==> src/hdl/gpawb_pkg.sv <==
// Shared types, codes and helpers for the grey-point auto white balance block.
// Used by the controller, the datapath, the top level and the checker.
`timescale 1ns / 1ps
package gpawb_pkg;

  localparam logic [1:0] ST_CONVERGED = 2'd0;
  localparam logic [1:0] ST_NO_GREY   = 2'd1;
  localparam logic [1:0] ST_LIMIT     = 2'd2;
  localparam logic [1:0] ST_READOUT   = 2'd3;

  localparam logic OP_LOAD = 1'b0;
  localparam logic OP_READ = 1'b1;

  localparam logic REG_THRESHOLD = 1'b0;
  localparam logic REG_GAIN_STEP = 1'b1;

  localparam logic signed [15:0] GAIN_ONE = 16'sd4096;
  localparam int ITER_W = 8;

  typedef struct packed {
    logic       load;
    logic       read_start;
    logic       pass_start;
    logic       issue;
    logic       dec_prep;
    logic       decide;
    logic       res_write;
    logic       res_read;
    logic [1:0] res_status;
    logic [6:0] res_iter;
  } gpawb_cmd_t;

  typedef struct packed {
    logic       issue_done;
    logic       pipe_busy;
    logic       stop;
    logic [1:0] stop_status;
    logic       out_free;
  } gpawb_stat_t;

  // Gain multiply: non-positive products give 0, the rest drop 12 fraction bits
  // and clip at 255.
  function automatic logic [7:0] apply_gain(logic [7:0] v, logic signed [15:0] g);
    logic signed [24:0] p;
    p = $signed({1'b0, v}) * g;
    if (p <= 0) begin
      return 8'd0;
    end else if (p[24:12] > 13'd255) begin
      return 8'd255;
    end else begin
      return p[19:12];
    end
  endfunction

endpackage

==> src/hdl/gpawb_ctrl.sv <==
// Controller: sequences loads, readouts and the balancing passes.
// Depends on gpawb_pkg.
`timescale 1ns / 1ps
module gpawb_ctrl
  import gpawb_pkg::*;
#(
  parameter int MAX_ITERATIONS = 100
) (
  input  logic        clk,
  input  logic        rst,
  input  logic        in_valid,
  output logic        in_ready,
  input  logic        in_op,
  input  logic        in_last,
  input  gpawb_stat_t stat,
  output gpawb_cmd_t  cmd
);

  typedef enum logic [2:0] {
    S_IDLE, S_PASS, S_ISSUE, S_DRAIN, S_PREP, S_DECIDE, S_RD1, S_RESULT
  } state_t;

  localparam logic [ITER_W-1:0] ITER_LAST = ITER_W'(MAX_ITERATIONS - 1);
  localparam logic [ITER_W-1:0] ITER_MAX  = ITER_W'(MAX_ITERATIONS);

  state_t state;
  logic [ITER_W-1:0] iter;
  logic [1:0] res_status;
  logic [6:0] res_iter;
  logic res_read;
  logic accept;

  assign in_ready = state == S_IDLE;
  assign accept   = in_valid && in_ready;

  always_comb begin
    cmd = '0;
    cmd.load       = accept && (in_op == OP_LOAD);
    cmd.read_start = accept && (in_op == OP_READ);
    cmd.pass_start = state == S_PASS;
    cmd.issue      = (state == S_ISSUE) && !stat.issue_done;
    cmd.dec_prep   = state == S_PREP;
    cmd.decide     = state == S_DECIDE;
    cmd.res_write  = (state == S_RESULT) && stat.out_free;
    cmd.res_read   = res_read;
    cmd.res_status = res_status;
    cmd.res_iter   = res_iter;
  end

  always_ff @(posedge clk) begin
    if (rst) begin
      state <= S_IDLE;
      iter  <= '0;
      res_status <= ST_CONVERGED;
      res_iter <= '0;
      res_read <= 1'b0;
    end else begin
      case (state)
        S_IDLE: begin
          if (cmd.load && in_last) begin
            iter  <= '0;
            state <= S_PASS;
          end else if (cmd.read_start) begin
            res_read   <= 1'b1;
            res_status <= ST_READOUT;
            res_iter   <= '0;
            state      <= S_RD1;
          end
        end
        S_PASS:  state <= S_ISSUE;
        S_ISSUE: begin
          if (stat.issue_done) begin
            state <= S_DRAIN;
          end
        end
        S_DRAIN: begin
          if (!stat.pipe_busy) begin
            state <= S_PREP;
          end
        end
        S_PREP: state <= S_DECIDE;
        S_DECIDE: begin
          res_read <= 1'b0;
          if (stat.stop) begin
            res_status <= stat.stop_status;
            res_iter   <= iter[6:0];
            state      <= S_RESULT;
          end else if (iter == ITER_LAST) begin
            res_status <= ST_LIMIT;
            res_iter   <= ITER_MAX[6:0];
            state      <= S_RESULT;
          end else begin
            iter  <= iter + 1'b1;
            state <= S_PASS;
          end
        end
        // The pixel leaves the RAM here; the gain stage registers it next cycle.
        S_RD1: state <= S_RESULT;
        S_RESULT: begin
          if (stat.out_free) begin
            state <= S_IDLE;
          end
        end
        default: state <= S_IDLE;
      endcase
    end
  end

endmodule

==> config.mk <==
export PLATFORM = sky130hd
export DESIGN_NAME = gpawb_ctrl
export DESIGN_NICKNAME = d
export VERILOG_FILES = /design/src/hdl/gpawb_pkg.sv /design/src/hdl/gpawb_ctrl.sv
export SDC_FILE = /design/constraint.sdc
export NUM_CORES = 1
export LEC_CHECK = 0
export BUFFER_PORTS_ARGS = -buffer_cell sky130_fd_sc_hd__buf_2
export CAP_MARGIN = 20
export CORE_UTILIZATION = 40
export DETAILED_ROUTE_END_ITERATION = 16
export MAX_ROUTING_LAYER = met4
export PLACE_DENSITY = 0.7
export SLEW_MARGIN = 40
export SYNTH_ARGS = -nofsm -noshare
export SYNTH_HDL_FRONTEND = slang
export SYNTH_SLANG_ARGS = --single-unit
==> constraint.sdc <==
create_clock -name clk -period 1.7 [get_ports clk]
set_input_delay 0.17 -clock clk [delete_from_list [all_inputs] [get_ports clk]]
set_output_delay 0.17 -clock clk [all_outputs]
set_load 0.02 [all_outputs]
Yosys cells after proc, flatten, opt, wreduce, memory -nomap -nowiden. Index checks and enable logic that the tools add are counted.

Bits in registers: 21. Input port bits: 11. Output and inout port bits: 18. Logic and storage cells: 63.

Add/subtract/negate cells: 1. Eq/ne operators: 18. Multiplexer cells: 25. Bitwise logic cells: 1. Reductions and logical operators: 13.

Operators with widths (number): 7-bit 2-to-1 mux (4); 8-bit 2-to-1 mux (3); 3-bit case mux with 8 select lines (1); 3-bit 2-to-1 mux (7); 8-bit case mux with 2 select lines (1); 7-bit case mux with 2 select lines (1); 3-bit == test, second input constant (4); 2-bit != test, second input constant (6); 4-bit AND reduction (3); 8-bit by 1-bit adder with 8-bit output, second input constant (1); 8-bit by 7-bit == test with 1-bit output, second input constant (1); 2-bit 2-to-1 mux (4); 3-bit by 2-bit == test with 1-bit output, second input constant (2); 1-bit logical AND (6); 2-bit by 1-bit != test with 1-bit output, second input constant (2); 2-bit case mux with 2 select lines (1); 3-bit by 1-bit == test with 1-bit output, second input constant (1); 3-bit zero test (1); 3-bit by 1-bit != test with 1-bit output, second input constant (1); 3-bit by 2-bit != test with 1-bit output, second input constant (1); 3-bit AND reduction (1); 1-bit 2-to-1 mux (2); 1-bit case mux with 2 select lines (1); 2-bit nonzero test (1); other kinds (2) (2).

Depth between registers and ports, before layout.
Word-level depth: 6. Gate-level depth with buffers: 6. Depth with buffers taken out: 5.

Worst setup path before layout. Ideal clock, no wire load.

Kind: register to register. Start point: register iter[2]. End point: register res_iter[0]. Library setup time: 0.132 ns. Data arrival time: 1.456 ns. Setup slack: 0.112 ns. Stages on the path, launching flop included: 6. Path buffers: 1. Path through: dfxtp_1 -> or4_4 -> o21a_1 -> buf_2 -> o21ai_0 -> a21oi_1.

Longest elaborated chain between the ends: 3.

RTL lines: from (decl) (RTL line gpawb_ctrl.sv:27) `logic [ITER_W-1:0] iter;`; from (signal assigned) (RTL line gpawb_ctrl.sv:93) `iter <= iter + 1'b1;`; 8-bit by 7-bit == test with 1-bit output (RTL line gpawb_ctrl.sv:88) `end else if (iter == ITER_LAST) begin`; 3-bit by 2-bit != test with 1-bit output (no line); 4-bit AND reduction (no line); to (signal assigned) (RTL line gpawb_ctrl.sv:86) `res_iter <= iter[6:0];`; to (signal assigned) (RTL line gpawb_ctrl.sv:90) `res_iter <= ITER_MAX[6:0];`; to (decl) (RTL line gpawb_ctrl.sv:29) `logic [6:0] res_iter;`.

Every way passes these cells. A chain may end at the register's enable or synchronous reset.

==> results.py <==
metrics = {
    "logic_synthesis": {
        "syn-num-nets": 147,
        "synth_edf_count": 0,
        "yosysMostFrequentCell": "dfxtp_1",
        "synthTopCellsByArea": "dfxtp_1, a21oi_1, o21ai_0, nand2_1, nor2_1",
        "yosysWarnings": 0,
        "synthFlopType": "dfxtp_1",
        "synthCells": 135,
        "yosys.cell_types.count": 42,
        "synth_seq_cells": 21,
        "syn_area_per_cell_sq_um": 8.26,
        "synth_common_cells": "dfxtp_1, a21oi_1, o21ai_0",
        "ys_seq_area_share_pct": 37.7,
        "yosysTopAreaCellShare_pct": 37.7,
        "synth-async-reset-ratio_pct": 0,
        "yosys.area.top_type": "dfxtp_1",
        "syn_area_sq_um": 1110,
    },
    "floorplanning": {
        "rows": 18,
        "dieWidth_um": 54.8,
        "die_height_um": 54.8,
        "core_sq_um": 2540,
        "pin_count": 29,
        "start_util_pct": 43.8,
        "dieArea_sq_um": 3000,
    },
    "layout": {
        "area.growth.synth_to_final_pct": 25.9,
        "layout-drive-gt1-share_pct": 30.8,
        "fin_cells": 202,
        "layout.nets": 185,
        "n_fill_cell": 234,
        "n_antenna_cell": 0,
    },
    "timing": {
        "finalSetupViolCount": 0,
        "hold_viol_final": 0,
        "clock_skew_ps": 10.1,
        "hold_ws_ps": 183,
        "fin_ws_ps": 73.6,
        "rsz0062_at_grt": "true",
        "relSlewSlack_pct": 71.6,
        "setup_tns_ps": 0,
        "layout_min_cycle_time_ps": 1630,
        "min_period_over_period_pct": 95.7,
        "timing.fmax_mhz": 615,
        "worstMarginPinSlew_ps": 427,
        "maxSlewViolCount": 0,
    },
    "drt": {
        "wl_per_cell_um": 13.0,
        "drt_iter0_markers": 24,
        "viasPerCell": 5.52,
        "drc_errors": 0,
        "drt_wl_total_um": 2630,
        "drt_first_pass_iters": 4,
        "ant_nets": 0,
        "vias": 1116,
    },
    "critical_path": {
        "reg2reg_slack_ps": 100,
        "r2r_end": "res_status[0]",
        "r2r-start": "iter[2]",
        "rr_worst_depth": 4,
        "crit_fanout": 6,
        "crit_type": "flip-flop to output pin",
        "cp-end-kind": "output pin",
        "required_ps": 1530,
        "crit_path_end": "cmd[15]",
        "startpoint": "state[0]",
        "worstSetupStartpointType": "flip-flop",
        "critPathArrivalTime_ps": 1460,
    },
    "placement": {
        "numPortBuffers": 28,
        "preCtsSetupSlack_ps": 9.13,
        "dp_hpwl_um": 1950,
        "gp_congestion": 0.941,
        "post-place-cells": 196,
    },
    "global_routing": {
        "antenna_found_initial": 0,
        "grt_usage_pct": 19.7,
        "grt_start_max_net_pins": 14,
        "overflow": 0,
        "grt_pass1_vias": 914,
        "grt_pass1_wl_um": 4110,
    },
    "cts": {
        "cts_tree": "built",
        "clockBufferDepth": 2,
        "clock-sinks": 21,
        "clkTransAtPathRegs_ps": 120,
        "ctsHoldBuffers": 0,
        "clk_latency_ps": 310,
        "root_buffer": "clkbuf_4",
        "cts_made_buffers": 3,
        "htree_levels": 1,
    },
    "power": {
        "fin_total_pwr_mw": 1.81,
        "peakVddDrop_uv": 799,
        "power_density_nw_per_um2": 1290,
        "cellLeakagePower_nw": 0.618,
    },
    "flow_run": {
        "max_cap_violations": 0,
    },
    "hold_path": {
        "hp-class": "input pin to flip-flop",
    },
    "run_status": {
        "status": "completed",
    },
}
-- registers in the layout, summed over array words and instances, names as in the netlist --
| register | flops |
|---|---|
| res_read | 1 |
| state | 3 |
| res_status | 2 |
| iter | 8 |
| res_iter | 7 |
-- through the flow --
step | utilization [%] | cell area, sq um
after CTS | 53.3 | 1360
final | 55.2 | 1400
after floorplan | - | 1110
after detailed placement | 52.2 | 1330
after global placement | 52.2 | 1330
after global routing | 55.2 | 1400
-- cell usage in the layout, fill, tap and decap left out, drive strengths merged, types with 4 or more instances in the layout --
cell type and count:
nand2 9, nand2b 5, buf 40, nand3 6, a21oi 17, dfxtp 21, nor2 9, o21ai 12
inv 4
-- how the worst min path moves through the flow --
stage	startpoint	end	slack, ps	cells after the start
2_1_floorplan	rst	res_status[1]	320	2
3_3_place_gp	res_status[1]	res_status[1]	450	1
3_5_place_dp	res_status[1]	res_status[1]	450	1
4_1_cts	rst	res_read	170	2
5_1_grt	rst	res_read	170	2
6_report	rst	res_read	180	2
-- logic make-up (layout without fill, tap and decap cells) --
group | after synthesis | after routing | share of synthesized area [%]
AOI/OAI and AO/OA | 43 | 43 | 23.5
xor gates and xnor gates | 4 | 4 | 3.14
muxes | 1 | 1 | 0.898
DFF | 21 | 21 | 37.7
and+or+nand+nor | 54 | 54 | 28.7
buffers and inverters | 11 | 48 | 4.94
adders and majority gates | 1 | 1 | 1.12
-- worst max-delay path, stage by stage (launching register included) --
cell and delay [ps]:
dfxtp_4 370, buf_4 150, nor3_4 180, buf_6 140, and3_4 190, buf_6 110
-- final cells by class --
type	count	area [sq um]	area share, %
clock buffers	3	22.5	1.60
multi-input cells	103	656	46.7
repair buffers	40	243	17.3
well taps	30	37.5	2.67
flip-flops and latches	21	425	30.3
inverters	4	15.0	1.07
clock inverters	1	5.00	0.357
-- power by group --
part / switching [mW] / internal (mW)
clock network: 0.152 / 0.0878
registers: 0.0487 / 0.567
logic: 0.527 / 0.432
total: 0.728 / 1.09
-- repair_timing --
action / 4_1_cts / 5_1_grt
gates resized for setup: 2 / 9
pin swaps: 0 / 1
setup buffers: 0 / 2
setup endpoints to repair: 2 / 4
-- metal layers --
metal  up-vias  track usage (%)  part of all wire (%)
li1        566                -                     -
met1       511             25.6                    47
met2        37             29.9                    48
met3         2             5.83                   5.4
met4         0             3.85                  0.38
met5         -                -                     0
No activity file was read; power rests on OpenSTA's default activity.
